$ cat src/rtl/core/nfhm_pkg.sv
// Shared constants, types and codes for the neuron fire history match unit.
`timescale 1ns / 1ps

package nfhm_pkg;

  localparam int HIST_LEN    = 512;
  localparam int PAT_LEN     = 6;
  localparam int CHUNK_BITS  = 64;
  localparam int MIN_ONES    = 3;
  localparam int NUM_CHUNKS  = (HIST_LEN + CHUNK_BITS - 1) / CHUNK_BITS;
  localparam int CHUNK_IDX_W = 3;
  localparam int CHUNK_SH    = $clog2(CHUNK_BITS);
  localparam int OFF_W       = $clog2(HIST_LEN);
  localparam int ONES_W      = $clog2(PAT_LEN + 1);

  localparam int SUM_W   = 8;
  localparam int DRAW_W  = 16;
  localparam int NOISE_W = 17;
  localparam int CNT_W   = 16;

  localparam int ADDR_W = 4;
  localparam int DATA_W = 32;

  typedef enum logic [1:0] {
    REG_THRESH = 2'd0,
    REG_NOISE  = 2'd1,
    REG_ENABLE = 2'd2
  } reg_idx_t;

  typedef enum logic {
    ST_IDLE = 1'b0,
    ST_SCAN = 1'b1
  } state_t;

  typedef struct packed {
    logic [SUM_W-1:0]   thresh;
    logic [NOISE_W-1:0] noise;
    logic               enable;
  } cfg_t;

  typedef struct packed {
    logic                   load_tick;
    logic                   load_chunk;
    logic [CHUNK_IDX_W-1:0] chunk;
    logic                   last;
  } dp_cmd_t;

  typedef struct packed {
    logic out_free;
  } dp_stat_t;

endpackage

$ cat src/rtl/core/nfhm_in_if.sv
// Input channel interface: one tick of summed input and random draw per beat.
`timescale 1ns / 1ps

interface nfhm_in_if;
  logic                       valid;
  logic                       ready;
  logic [nfhm_pkg::SUM_W-1:0]  input_sum;
  logic [nfhm_pkg::DRAW_W-1:0] random_draw;

  modport source (output valid, output input_sum, output random_draw, input ready);
  modport sink   (input valid, input input_sum, input random_draw, output ready);
endinterface

$ cat src/rtl/core/nfhm_out_if.sv
// Result channel interface: one bitmap chunk with the tick's fire report per beat.
`timescale 1ns / 1ps

interface nfhm_out_if;
  logic                            valid;
  logic                            ready;
  logic                            fired;
  logic [nfhm_pkg::SUM_W-1:0]       fire_value;
  logic [nfhm_pkg::CNT_W-1:0]       steps_since_visit;
  logic [nfhm_pkg::CHUNK_IDX_W-1:0] chunk_index;
  logic [nfhm_pkg::CHUNK_BITS-1:0]  match_bits;
  logic                            last_in_run;

  modport source (output valid, output fired, output fire_value, output steps_since_visit,
                  output chunk_index, output match_bits, output last_in_run, input ready);
  modport sink   (input valid, input fired, input fire_value, input steps_since_visit,
                  input chunk_index, input match_bits, input last_in_run, output ready);
endinterface

$ cat src/rtl/core/nfhm_cfg.sv
// Configuration register file behind the APB-style port.
`timescale 1ns / 1ps

module nfhm_cfg (
  input  logic                        clk,
  input  logic                        rst_n,
  input  logic                        psel,
  input  logic                        penable,
  input  logic                        pwrite,
  input  logic [nfhm_pkg::ADDR_W-1:0] paddr,
  input  logic [nfhm_pkg::DATA_W-1:0] pwdata,
  output logic [nfhm_pkg::DATA_W-1:0] prdata,
  output logic                        pready,
  output nfhm_pkg::cfg_t              cfg
);

  nfhm_pkg::cfg_t     cfg_r;
  nfhm_pkg::cfg_t     cfg_nxt;
  nfhm_pkg::reg_idx_t idx;
  logic               wr_en;

  assign pready = 1'b1;
  assign wr_en  = psel && penable && pwrite;
  assign idx    = nfhm_pkg::reg_idx_t'(paddr[nfhm_pkg::ADDR_W-1:2]);
  assign cfg    = cfg_r;

  always_comb begin
    cfg_nxt = cfg_r;
    if (wr_en) begin
      unique case (idx)
        nfhm_pkg::REG_THRESH: cfg_nxt.thresh = pwdata[nfhm_pkg::SUM_W-1:0];
        nfhm_pkg::REG_NOISE:  cfg_nxt.noise  = pwdata[nfhm_pkg::NOISE_W-1:0];
        nfhm_pkg::REG_ENABLE: cfg_nxt.enable = pwdata[0];
        default:              cfg_nxt = cfg_r;
      endcase
    end
  end

  always_comb begin
    unique case (idx)
      nfhm_pkg::REG_THRESH: prdata = nfhm_pkg::DATA_W'(cfg_r.thresh);
      nfhm_pkg::REG_NOISE:  prdata = nfhm_pkg::DATA_W'(cfg_r.noise);
      nfhm_pkg::REG_ENABLE: prdata = nfhm_pkg::DATA_W'(cfg_r.enable);
      default:              prdata = '0;
    endcase
  end

  always_ff @(posedge clk) begin
    if (!rst_n) begin
      cfg_r.thresh <= nfhm_pkg::SUM_W'(1);
      cfg_r.noise  <= '0;
      cfg_r.enable <= 1'b1;
    end else begin
      cfg_r <= cfg_nxt;
    end
  end

endmodule

$ cat src/rtl/core/nfhm_ctrl.sv
// Controller: takes one tick, then steps the chunk scan into the output register.
`timescale 1ns / 1ps

module nfhm_ctrl (
  input  logic                clk,
  input  logic                rst_n,
  input  logic                in_valid,
  output logic                in_ready,
  input  nfhm_pkg::dp_stat_t  stat,
  output nfhm_pkg::dp_cmd_t   cmd
);

  nfhm_pkg::state_t                 state_r;
  nfhm_pkg::state_t                 state_nxt;
  logic [nfhm_pkg::CHUNK_IDX_W-1:0] chunk_r;
  logic [nfhm_pkg::CHUNK_IDX_W-1:0] chunk_nxt;
  logic                             last_chunk;

  assign last_chunk = (chunk_r == nfhm_pkg::CHUNK_IDX_W'(nfhm_pkg::NUM_CHUNKS - 1));

  // Next state and chunk counter.
  always_comb begin
    state_nxt = state_r;
    chunk_nxt = chunk_r;
    unique case (state_r)
      nfhm_pkg::ST_IDLE: begin
        if (in_valid) begin
          state_nxt = nfhm_pkg::ST_SCAN;
          chunk_nxt = '0;
        end
      end
      nfhm_pkg::ST_SCAN: begin
        if (stat.out_free) begin
          chunk_nxt = chunk_r + 1'b1;
          if (last_chunk) begin
            state_nxt = nfhm_pkg::ST_IDLE;
          end
        end
      end
      default: state_nxt = nfhm_pkg::ST_IDLE;
    endcase
  end

  // Outputs toward the channel and the datapath.
  always_comb begin
    in_ready       = 1'b0;
    cmd.load_tick  = 1'b0;
    cmd.load_chunk = 1'b0;
    cmd.chunk      = chunk_r;
    cmd.last       = last_chunk;
    unique case (state_r)
      nfhm_pkg::ST_IDLE: begin
        in_ready      = 1'b1;
        cmd.load_tick = in_valid;
      end
      nfhm_pkg::ST_SCAN: begin
        cmd.load_chunk = stat.out_free;
      end
      default: in_ready = 1'b0;
    endcase
  end

  always_ff @(posedge clk) begin
    if (!rst_n) begin
      state_r <= nfhm_pkg::ST_IDLE;
      chunk_r <= '0;
    end else begin
      state_r <= state_nxt;
      chunk_r <= chunk_nxt;
    end
  end

endmodule

$ cat src/rtl/core/nfhm_dp.sv
// Datapath: fire decision, idle counter, rotating history, window comparators, output register.
`timescale 1ns / 1ps

module nfhm_dp (
  input  logic                          clk,
  input  logic                          rst_n,
  input  nfhm_pkg::cfg_t                cfg,
  input  nfhm_pkg::dp_cmd_t             cmd,
  output nfhm_pkg::dp_stat_t            stat,
  input  logic [nfhm_pkg::SUM_W-1:0]    input_sum,
  input  logic [nfhm_pkg::DRAW_W-1:0]   random_draw,
  output logic                          out_valid,
  input  logic                          out_ready,
  output logic                          out_fired,
  output logic [nfhm_pkg::SUM_W-1:0]    out_fire_value,
  output logic [nfhm_pkg::CNT_W-1:0]    out_steps_since_visit,
  output logic [nfhm_pkg::CHUNK_IDX_W-1:0] out_chunk_index,
  output logic [nfhm_pkg::CHUNK_BITS-1:0]  out_match_bits,
  output logic                          out_last_in_run
);

  // History bit 0 is the newest tick.
  logic [nfhm_pkg::HIST_LEN-1:0]   hist_r;
  logic [nfhm_pkg::HIST_LEN-1:0]   hist_nxt;
  logic [nfhm_pkg::CNT_W-1:0]      cnt_r;
  logic [nfhm_pkg::CNT_W-1:0]      cnt_nxt;
  logic [nfhm_pkg::CNT_W-1:0]      cnt_inc;
  logic [nfhm_pkg::PAT_LEN-1:0]    pat_r;
  logic [nfhm_pkg::PAT_LEN-1:0]    pat_new;
  logic                            scan_r;
  logic                            fired_r;
  logic [nfhm_pkg::SUM_W-1:0]      value_r;
  logic [nfhm_pkg::CNT_W-1:0]      steps_r;
  logic                            gate;
  logic                            fire;
  logic [nfhm_pkg::ONES_W-1:0]     ones;
  logic [nfhm_pkg::CHUNK_BITS-1:0] match;
  logic [nfhm_pkg::OFF_W-1:0]      chunk_base;

  logic                               ov_r;
  logic                               o_fired_r;
  logic [nfhm_pkg::SUM_W-1:0]         o_value_r;
  logic [nfhm_pkg::CNT_W-1:0]         o_steps_r;
  logic [nfhm_pkg::CHUNK_IDX_W-1:0]   o_chunk_r;
  logic [nfhm_pkg::CHUNK_BITS-1:0]    o_bits_r;
  logic                               o_last_r;

  // Noise at full scale or beyond always suppresses; zero never does.
  always_comb begin
    priority if (cfg.noise == '0) begin
      gate = 1'b1;
    end else if (cfg.noise[nfhm_pkg::NOISE_W-1]) begin
      gate = 1'b0;
    end else begin
      gate = random_draw > cfg.noise[nfhm_pkg::DRAW_W-1:0];
    end
  end

  assign fire    = cfg.enable && (input_sum >= cfg.thresh) && gate;
  assign cnt_inc = (cnt_r == '1) ? cnt_r : cnt_r + 1'b1;
  assign pat_new = {hist_r[nfhm_pkg::PAT_LEN-2:0], fire};

  always_comb begin
    ones = '0;
    for (int j = 0; j < nfhm_pkg::PAT_LEN; j++) begin
      ones = ones + nfhm_pkg::ONES_W'(pat_new[j]);
    end
  end

  // The history rotates by one chunk per scanned chunk, so the comparators
  // always look at the low bits; a full scan brings it back to its place.
  always_comb begin
    hist_nxt = hist_r;
    cnt_nxt  = cnt_r;
    if (cmd.load_tick) begin
      hist_nxt = {hist_r[nfhm_pkg::HIST_LEN-2:0], fire};
      cnt_nxt  = (input_sum != '0) ? '0 : cnt_inc;
    end else if (cmd.load_chunk) begin
      hist_nxt = {hist_r[nfhm_pkg::CHUNK_BITS-1:0],
                  hist_r[nfhm_pkg::HIST_LEN-1:nfhm_pkg::CHUNK_BITS]};
    end
  end

  assign chunk_base = nfhm_pkg::OFF_W'(cmd.chunk) << nfhm_pkg::CHUNK_SH;

  always_comb begin
    logic [nfhm_pkg::OFF_W-1:0] off;
    for (int b = 0; b < nfhm_pkg::CHUNK_BITS; b++) begin
      off = chunk_base | nfhm_pkg::OFF_W'(b);
      match[b] = scan_r
              && (off >= nfhm_pkg::OFF_W'(nfhm_pkg::PAT_LEN))
              && (off < nfhm_pkg::OFF_W'(nfhm_pkg::HIST_LEN - nfhm_pkg::PAT_LEN))
              && (hist_r[b +: nfhm_pkg::PAT_LEN] == pat_r);
    end
  end

  assign stat.out_free = !ov_r || out_ready;

  always_ff @(posedge clk) begin
    if (!rst_n) begin
      hist_r <= '0;
      cnt_r  <= '0;
      ov_r   <= 1'b0;
    end else begin
      hist_r <= hist_nxt;
      cnt_r  <= cnt_nxt;
      if (cmd.load_chunk) begin
        ov_r <= 1'b1;
      end else if (out_ready) begin
        ov_r <= 1'b0;
      end
    end
  end

  always_ff @(posedge clk) begin
    if (cmd.load_tick) begin
      pat_r   <= pat_new;
      scan_r  <= ones >= nfhm_pkg::ONES_W'(nfhm_pkg::MIN_ONES);
      fired_r <= fire;
      value_r <= fire ? input_sum : '0;
      steps_r <= fire ? cnt_inc : '0;
    end
    if (cmd.load_chunk) begin
      o_fired_r <= fired_r;
      o_value_r <= value_r;
      o_steps_r <= steps_r;
      o_chunk_r <= cmd.chunk;
      o_bits_r  <= match;
      o_last_r  <= cmd.last;
    end
  end

  assign out_valid             = ov_r;
  assign out_fired             = o_fired_r;
  assign out_fire_value        = o_value_r;
  assign out_steps_since_visit = o_steps_r;
  assign out_chunk_index       = o_chunk_r;
  assign out_match_bits        = o_bits_r;
  assign out_last_in_run       = o_last_r;

endmodule

$ cat src/rtl/core/neuron_fire_history_match_unit.sv
// The first chunk beat is registered in the scan state entered on an accepted tick,
// once the output register is free. Throughput: eight chunk beats per tick, one per
// cycle without back-pressure; the next tick is taken the cycle after the last chunk
// loads; 64 window comparators set the rate, scanning one 64-offset chunk per cycle.
// Reset (synchronous, rst_n low): history and idle counter clear, registers return to
// threshold 1, noise 0, enabled 1; the block is ready in the first cycle after reset.
`timescale 1ns / 1ps

module neuron_fire_history_match_unit (
  input  logic                        clk,
  input  logic                        rst_n,
  nfhm_in_if.sink                     in_ch,
  nfhm_out_if.source                  out_ch,
  input  logic                        psel,
  input  logic                        penable,
  input  logic                        pwrite,
  input  logic [nfhm_pkg::ADDR_W-1:0] paddr,
  input  logic [nfhm_pkg::DATA_W-1:0] pwdata,
  output logic [nfhm_pkg::DATA_W-1:0] prdata,
  output logic                        pready
);

  nfhm_pkg::cfg_t     cfg;
  nfhm_pkg::dp_cmd_t  cmd;
  nfhm_pkg::dp_stat_t stat;

  nfhm_cfg u_cfg (
    .clk     (clk),
    .rst_n   (rst_n),
    .psel    (psel),
    .penable (penable),
    .pwrite  (pwrite),
    .paddr   (paddr),
    .pwdata  (pwdata),
    .prdata  (prdata),
    .pready  (pready),
    .cfg     (cfg)
  );

  nfhm_ctrl u_ctrl (
    .clk      (clk),
    .rst_n    (rst_n),
    .in_valid (in_ch.valid),
    .in_ready (in_ch.ready),
    .stat     (stat),
    .cmd      (cmd)
  );

  nfhm_dp u_dp (
    .clk                   (clk),
    .rst_n                 (rst_n),
    .cfg                   (cfg),
    .cmd                   (cmd),
    .stat                  (stat),
    .input_sum             (in_ch.input_sum),
    .random_draw           (in_ch.random_draw),
    .out_valid             (out_ch.valid),
    .out_ready             (out_ch.ready),
    .out_fired             (out_ch.fired),
    .out_fire_value        (out_ch.fire_value),
    .out_steps_since_visit (out_ch.steps_since_visit),
    .out_chunk_index       (out_ch.chunk_index),
    .out_match_bits        (out_ch.match_bits),
    .out_last_in_run       (out_ch.last_in_run)
  );

endmodule
$ cat src/flat_wrapper.sv
// flat-port wrapper written by rule: the top's interface ports become plain ports
module neuron_fire_history_match_unit_flat 
  (clk, rst_n, psel, penable, pwrite, paddr, pwdata, prdata, pready, in_ch_valid, in_ch_input_sum, in_ch_random_draw, in_ch_ready, out_ch_valid, out_ch_fired, out_ch_fire_value, out_ch_steps_since_visit, out_ch_chunk_index, out_ch_match_bits, out_ch_last_in_run, out_ch_ready);
  nfhm_in_if in_ch_i ();
  nfhm_out_if out_ch_i ();
  input  logic clk;
  input  logic rst_n;
  input  logic psel;
  input  logic penable;
  input  logic pwrite;
  input  logic [nfhm_pkg::ADDR_W-1:0] paddr;
  input  logic [nfhm_pkg::DATA_W-1:0] pwdata;
  output logic [nfhm_pkg::DATA_W-1:0] prdata;
  output logic pready;
  input wire logic [$bits(in_ch_i.valid)-1:0] in_ch_valid;
  input wire logic [$bits(in_ch_i.input_sum)-1:0] in_ch_input_sum;
  input wire logic [$bits(in_ch_i.random_draw)-1:0] in_ch_random_draw;
  output wire logic [$bits(in_ch_i.ready)-1:0] in_ch_ready;
  output wire logic [$bits(out_ch_i.valid)-1:0] out_ch_valid;
  output wire logic [$bits(out_ch_i.fired)-1:0] out_ch_fired;
  output wire logic [$bits(out_ch_i.fire_value)-1:0] out_ch_fire_value;
  output wire logic [$bits(out_ch_i.steps_since_visit)-1:0] out_ch_steps_since_visit;
  output wire logic [$bits(out_ch_i.chunk_index)-1:0] out_ch_chunk_index;
  output wire logic [$bits(out_ch_i.match_bits)-1:0] out_ch_match_bits;
  output wire logic [$bits(out_ch_i.last_in_run)-1:0] out_ch_last_in_run;
  input wire logic [$bits(out_ch_i.ready)-1:0] out_ch_ready;
  assign in_ch_i.valid = in_ch_valid;
  assign in_ch_i.input_sum = in_ch_input_sum;
  assign in_ch_i.random_draw = in_ch_random_draw;
  assign in_ch_ready = in_ch_i.ready;
  assign out_ch_valid = out_ch_i.valid;
  assign out_ch_fired = out_ch_i.fired;
  assign out_ch_fire_value = out_ch_i.fire_value;
  assign out_ch_steps_since_visit = out_ch_i.steps_since_visit;
  assign out_ch_chunk_index = out_ch_i.chunk_index;
  assign out_ch_match_bits = out_ch_i.match_bits;
  assign out_ch_last_in_run = out_ch_i.last_in_run;
  assign out_ch_i.ready = out_ch_ready;
  neuron_fire_history_match_unit u_core (.clk(clk), .rst_n(rst_n), .in_ch(in_ch_i), .out_ch(out_ch_i), .psel(psel), .penable(penable), .pwrite(pwrite), .paddr(paddr), .pwdata(pwdata), .prdata(prdata), .pready(pready));
endmodule
$ cat config.mk
export PLATFORM = sky130hd
export DESIGN_NAME = neuron_fire_history_match_unit_flat
export DESIGN_NICKNAME = d
export VERILOG_FILES = /design/src/rtl/core/nfhm_pkg.sv /design/src/rtl/core/nfhm_in_if.sv /design/src/rtl/core/nfhm_out_if.sv /design/src/rtl/core/nfhm_cfg.sv /design/src/rtl/core/nfhm_ctrl.sv /design/src/rtl/core/nfhm_dp.sv /design/src/rtl/core/neuron_fire_history_match_unit.sv /design/src/flat_wrapper.sv
export SDC_FILE = /design/constraint.sdc
export NUM_CORES = 2
export LEC_CHECK = 0
export BUFFER_PORTS_ARGS = -buffer_cell sky130_fd_sc_hd__buf_2
export CAP_MARGIN = 10
export CELL_PAD_IN_SITES_DETAIL_PLACEMENT = 2
export CELL_PAD_IN_SITES_GLOBAL_PLACEMENT = 2
export CORE_MARGIN = 1.5
export CORE_UTILIZATION = 35
export DETAILED_ROUTE_END_ITERATION = 16
export GPL_TIMING_DRIVEN = 0
export MAX_ROUTING_LAYER = met4
export PLACE_DENSITY = 0.84
export SLEW_MARGIN = 20
export SYNTH_ARGS = -nofsm -noshare
export SYNTH_HDL_FRONTEND = slang
export SYNTH_HIERARCHICAL = 1
export SYNTH_SLANG_ARGS = --single-unit
$ cat constraint.sdc
create_clock -name clk -period 3.3 [get_ports clk]
set_input_delay 0.165 -clock clk [delete_from_list [all_inputs] [get_ports clk]]
set_output_delay 0.165 -clock clk [all_outputs]
set_load 0.01 [all_outputs]
# Word-level counts from Yosys, hierarchy flattened
# Cells that the tools add are included.
# Widths: inputs -> output; s select.
[word_totals]
ff_bits = 684
in_bits = 67
out_inout_bits = 128
word_cells = 454
[op_classes]
addsub = 7
order_cmp = 131
n_eq_ne = 70
muxes = 19
n_bitwise = 1
n_reduce_logical = 207
[ops]
columns = ["operator", "count"]
rows = [
  ["$mux 512", 2],
  ["$ge 9x3->1 const B", 64],
  ["$lt 9x9->1 const B", 64],
  ["$eq 6x6->1", 64],
  ["$logic_and 1x1->1", 196],
  ["$pmux 17 s3", 1],
  ["$mux 16", 2],
  ["$logic_not 17->1", 1],
  ["$add 16x1->16 const B", 1],
  ["$eq 16x16->1 const B", 1],
  ["$gt 16x16->1", 1],
  ["$mux 1", 10],
  ["$add 3x1->3", 3],
  ["$ge 8x8->1", 1],
  ["$reduce_and 2->1", 4],
  ["$reduce_bool 8->1", 1],
  ["$mux 3", 2],
  ["$pmux 3 s2", 1],
  ["$ne 2x2->1 const B", 2],
  ["$reduce_bool 2->1", 2],
  ["$add 2x1->3", 1],
  ["$add 3x1->3 const B", 1],
  ["$eq 3x3->1 const B", 1],
  ["$ge 3x2->1 const B", 1],
  ["other kinds (8)", 8],
]

# Depth between registers and ports, before layout
[logic_depth]
ltp_word = 10
mapped_depth = 13
ltp_nobuf = 12

# Hierarchy
# The synthesis kept the hierarchy.
[modules_own_cells]
columns = ["module", "instances", "cells_per_inst", "area_each_um2", "seq_area_each_um2"]
rows = [
  ["nfhm_dp", 1, 3806, 33239.4, 14313.7],
  ["nfhm_cfg", 1, 156, 1362.6, 520.5],
  ["nfhm_ctrl", 1, 22, 209.0, 80.1],
]

# Worst setup path after synthesis
# OpenSTA, ideal clock, no wires.
[synth_path]
path_kind = "register to register"
startpoint = "reg u_core.u_cfg.cfg_r, in the netlist u_core/u_cfg/cfg[14]"
endpoint = "reg u_core.u_dp.scan_r (data pin)"
setup_time_ns = 0.254
arrival_ns = 3.067
required_time_ns = 3.046
slack_ns = -0.020
stages_incl_launch_ff = 14
path_buffers = 1
period_less_slack_ns = 3.320
path_cell_list = "dfxtp_1 -> inv_1 -> ha_1 -> nand4_1 -> nor3_1 -> a311oi_1 -> nand2b_1 -> buf_6 -> or2_2 -> fa_1 -> inv_1 -> ha_1 -> fa_1 -> a21o_1"
[synth_via]
elab_chain_cells = 10
word_cells_on_any_way = 11
cone_classes = "add/sub (5); order compare (2); mux (2); reduce/logical (2)"
[synth_rtl]
columns = ["element", "line", "text"]
rows = [
  ["start: declaration", "nfhm_cfg.sv:17", "nfhm_pkg::cfg_t cfg_r;"],
  ["start signal: assignment", "nfhm_cfg.sv:54", "cfg_r <= cfg_nxt;"],
  ["$gt 16x16->1", "nfhm_dp.sv:55", "gate = random_draw > cfg.noise[nfhm_pkg::DRAW_W-1:0];"],
  ["$mux 1", "nfhm_dp.sv:52", "end else if (cfg.noise[nfhm_pkg::NOISE_W-1]) begin"],
  ["$mux 1 (*)", "nfhm_dp.sv:50", "priority if (cfg.noise == '0) begin"],
  ["$logic_and 1x1->1 (*)", "nfhm_dp.sv:59", "assign fire = cfg.enable && (input_sum >= cfg.thresh) && gate;"],
  ["$add 1x1->2 (*)", "nfhm_dp.sv:66", "ones = ones + nfhm_pkg::ONES_W'(pat_new[j]);"],
  ["$add 2x1->3 (*)", "nfhm_dp.sv:66", ""],
  ["$add 3x1->3 (*) (3 in series)", "nfhm_dp.sv:66", ""],
  ["$ge 3x2->1 (*)", "nfhm_dp.sv:118", "scan_r <= ones >= nfhm_pkg::ONES_W'(nfhm_pkg::MIN_ONES);"],
  ["end signal: assignment", "nfhm_dp.sv:118", ""],
  ["end: declaration", "nfhm_dp.sv:30", "logic scan_r;"],
]
# Every way passes the cells marked *; elsewhere a longest branch is shown, timed or not.
# A chain may end at the register's enable or synchronous reset.

# Final worst setup path
[layout_path]
startpoint = "reg u_core.u_cfg.cfg_r, in the netlist u_core/u_cfg/cfg[15]"
endpoint = "reg u_core.u_dp.scan_r (data pin)"
# Same word-level chain as after synthesis.

==> impl_metrics.ini <==
[power]
total_power_mw = 20.1
vdd_drop_max_v = 0.000335
p_leak_nw = 16.1
p_per_area_mw_per_mm2 = 493

[floorplanning]
dieWidth_um = 318
die_y_um = 318
core_area_mm2 = 0.0984
rows = 115
ios = 195
initial_core_util_pct = 35.4
dieArea_mm2 = 0.101

[worst_setup_path]
required_ns = 3.74
crit_path_start_kind = flop
r2r_start = u_core/u_cfg/cfg[15]
worst-setup-path-type = flop to flop
crit_start = u_core/u_cfg/cfg[15]
critPathSlowestCell = fa_1
crit_chain = inv_1 -> ha_1 -> nand4_1 -> buf_4 -> a211oi_4 -> nor4_4 -> or2_4 -> fa_1 -> inv_1 -> ha_2 -> fa_1 -> a21o_1
path_max_fanout = 2
critPathMaxStageDelay_ns = 0.51
cp-endpoint = u_core/u_dp/scan_r
r2r_end = u_core/u_dp/scan_r
arrival_ns = 4.09
endpoint_kind = flop
rrSetupSlack_ns = -0.35
r2r_cells = 12

[clock_tree]
clock_latency_ns = 0.71
cts_root_buffer = clkbuf_16
cts_tree = done
max-clock-path-buffers = 3
cts-htree-levels = 3
path_clk_slew_ns = 0.09
cts.sinks = 683
cts_made_buffers = 80

[timing]
postLayoutSetupSlackWorst_ns = -0.353
setup_tns_ns = -0.353
worstMarginPinSlew_ns = 1.23
rsz0062_at_grt = true
layout_min_cycle_time_ns = 3.65
relSlewSlack_pct = 17.5
max_freq_ghz = 0.274
hold_slack_ns = 0.126
finalHoldViolCount = 0
finalMaxSlewViolations = 0
finClkSkew_ns = 0.0514
setup_violations = 1
layout_worst_path_cycle_share_pct = 111

[drt]
wl_per_cell_um = 26.4
firstDrtPassIters = 5
first_iter_violations = 1955
antenna_left = 0
route.detailed.drc = 0
vias = 31540
wl_mm = 150
avgViaCountPerCell = 5.58

[layout]
multiInputGateArea_mm2 = 0.0183
num-nets-final = 4399
layout_common_cells = nor2_1 (1038), mux2i_1 (547), dfxtp_1 (544)
area_delta_synth_final_pct = 17.1
postLayoutCellArea_mm2 = 0.0408
fillers = 10842
drive_gt1_share_pct = 11.7
final_common_cell = nor2_1
regArea_mm2 = 0.0149

[grt]
grt_pass1_wl_mm = 224
busiest_layer = met2
grt_use_met1_pct = 34.7
use_met2_pct = 50.0
antenna_found_initial = 11
grt_max_degree = 37
grt_usage_pct = 29.5
grtUsageMet3_pct = 3.53
grt_pass1_vias = 34759
gr-total-overflow = 0

[run]
cap_violations = 0

[status]
status = finished, violations left
violations = setup timing

[hold_path]
hold_path.class = input port to flop

[synth]
ys_ff_latch = 683
async_reset_ff_share_pct = 0
yosysWarnings = 6
ys.flop_type = dfxtp_1
synth_area_mm2 = 0.0348
ys_seq_area_share_pct = 42.8
syn_inst = 3984
synth_edf_count = 124
yosys-top-cells-area = dfxtp_1 (32%), mux2i_1 (16%), nor2_1 (11%), edfxtp_1 (11%), a21oi_1 (7.6%)
yosysTopAreaCellShare_pct = 32.1
post_synth.cell_area_avg_um2 = 8.74
synth_cell_types = 60
synth_largest_area_cell = dfxtp_1

[placed_design]
post_dp_cell_area_mm2 = 0.0374
dpl.hpwl_mm = 98.0
post-place-ws_ns = -0.579
io_buffers = 161
gp_congestion = 0.893
power breakdown:
part	total, mW	switching [mW]	leakage [nW]	internal [mW]
logic	2.21	1.55	9.13	0.655
clock network	9.25	3.97	1.28	5.29
registers	8.64	0.0548	5.72	8.59
total	20.1	5.57	16.1	14.5
sequential cells by signal, summed over array words and instances, names as in the netlist:
| register | flops |
|---|---|
| u_core/u_ctrl/chunk_r | 3 |
| u_core/u_dp/out_steps_since_visit | 16 |
| u_core/u_dp/out_chunk_index | 3 |
| u_core/u_dp/out_last_in_run | 1 |
| u_core/u_dp/out_match_bits | 64 |
| u_core/u_ctrl/state_r | 1 |
| u_core/u_dp/out_fire_value | 8 |
| u_core/u_dp/cnt_r | 16 |
| u_core/u_dp/hist_r | 512 |
| u_core/u_cfg/cfg | 26 |
| u_core/u_dp/steps_r | 16 |
| u_core/u_dp/scan_r | 1 |
| u_core/u_dp/value_r | 8 |
| u_core/u_dp/out_fired | 1 |
| u_core/u_dp/out_valid | 1 |
| u_core/u_dp/pat_r | 6 |
cell usage after synthesis, types with 4 or more instances:
cell type	instances
a211oi_1	6
a21oi_1	531
a31oi_1	7
and2_1	10
and3_1	5
and4_1	5
buf_1	82
buf_2	85
buf_4	21
buf_6	4
clkbuf_1	183
dfxtp_1	559
edfxtp_1	124
ha_1	28
inv_1	37
mux2i_1	547
nand2_1	63
nand2b_1	7
nand3_1	9
nand4_1	78
nor2_1	1038
nor2b_1	7
nor3_1	6
nor3_2	12
nor3b_2	8
nor4_1	65
nor4_2	4
o21ai_0	14
o22ai_1	4
xnor2_1	210
xor2_1	185
cells by family after synthesis:
family	Yosys count	share of synthesized area, %
muxes	549	15.8
DFF	683	42.8
other	2	0.0216
AOI/OAI and AO/OA	578	8.57
xor gates and xnor gates	395	9.94
and+or+nand+nor	1329	16.4
buffers and inverters	417	5.25
adders and majority gates	31	1.18
what timing repair did:
| item | 4_1_cts | 5_1_grt |
|---|---|---|
| buffers inserted | 16 | 1 |
| setup endpoints to repair | 461 | 69 |
| gates cloned | 1 | 0 |
| gates resized for setup | 32 | 30 |
| hold buffers | 40 | 0 |
| pin swaps | 9 | 5 |
| endpoints found under the hold margin | 41 | 0 |
cell type report:
class,count,share of cell area [%]
Tap cell,1287,3.95
Inverter,37,0.341
Clock buffer,108,5.44
Antenna cell,6,0.0368
Multi-Input combinational cell,2899,44.9
Timing Repair Buffer,221,3.44
Clock inverter,37,1.01
Sequential cell,683,36.7
Buffer,379,4.25
how the worst min path moves through the flow:
stage,from,end,slack (ns),cells after the start
2_1_floorplan,rst_n,u_core/u_ctrl/chunk_r[0],0.29,2
3_3_place_gp,u_core/u_dp/value_r[3],u_core/u_dp/out_fire_value[3],0.40,0
3_5_place_dp,u_core/u_dp/steps_r[6],u_core/u_dp/out_steps_since_visit[6],0.41,0
4_1_cts,psel,u_core/u_cfg/cfg[3],0.04,5
5_1_grt,pwrite,u_core/u_cfg/cfg[21],0.13,5
6_report,pwrite,u_core/u_cfg/cfg[21],0.13,5
stage by stage:
step | instances | utilization (%)
finish | 5657 | 41.4
global route | 5652 | 41.4
CTS | 5650 | 41.3
detailed placement | 5449 | 38.0
global placement | 5446 | 37.9
floorplan | 3998 | -
routing by layer:
layer	share of wire, %	wire (µm)	vias to the layer above
met4	4.6	6900	0
met3	4.1	6200	355
li1	-	-	14070
met1	42	62800	16174
met2	49	73700	941
met5	0	0	-
worst max-delay path, delay by kind of cell (launching register included):
kind | cells | cell delay [ns]
adders and majority gates | 4 | 1.45
buffers and inverters | 3 | 0.40
DFF | 1 | 0.36
and+or+nand+nor | 3 | 0.66
AOI/OAI and AO/OA | 2 | 0.50
(Power assumes the default switching activity.)
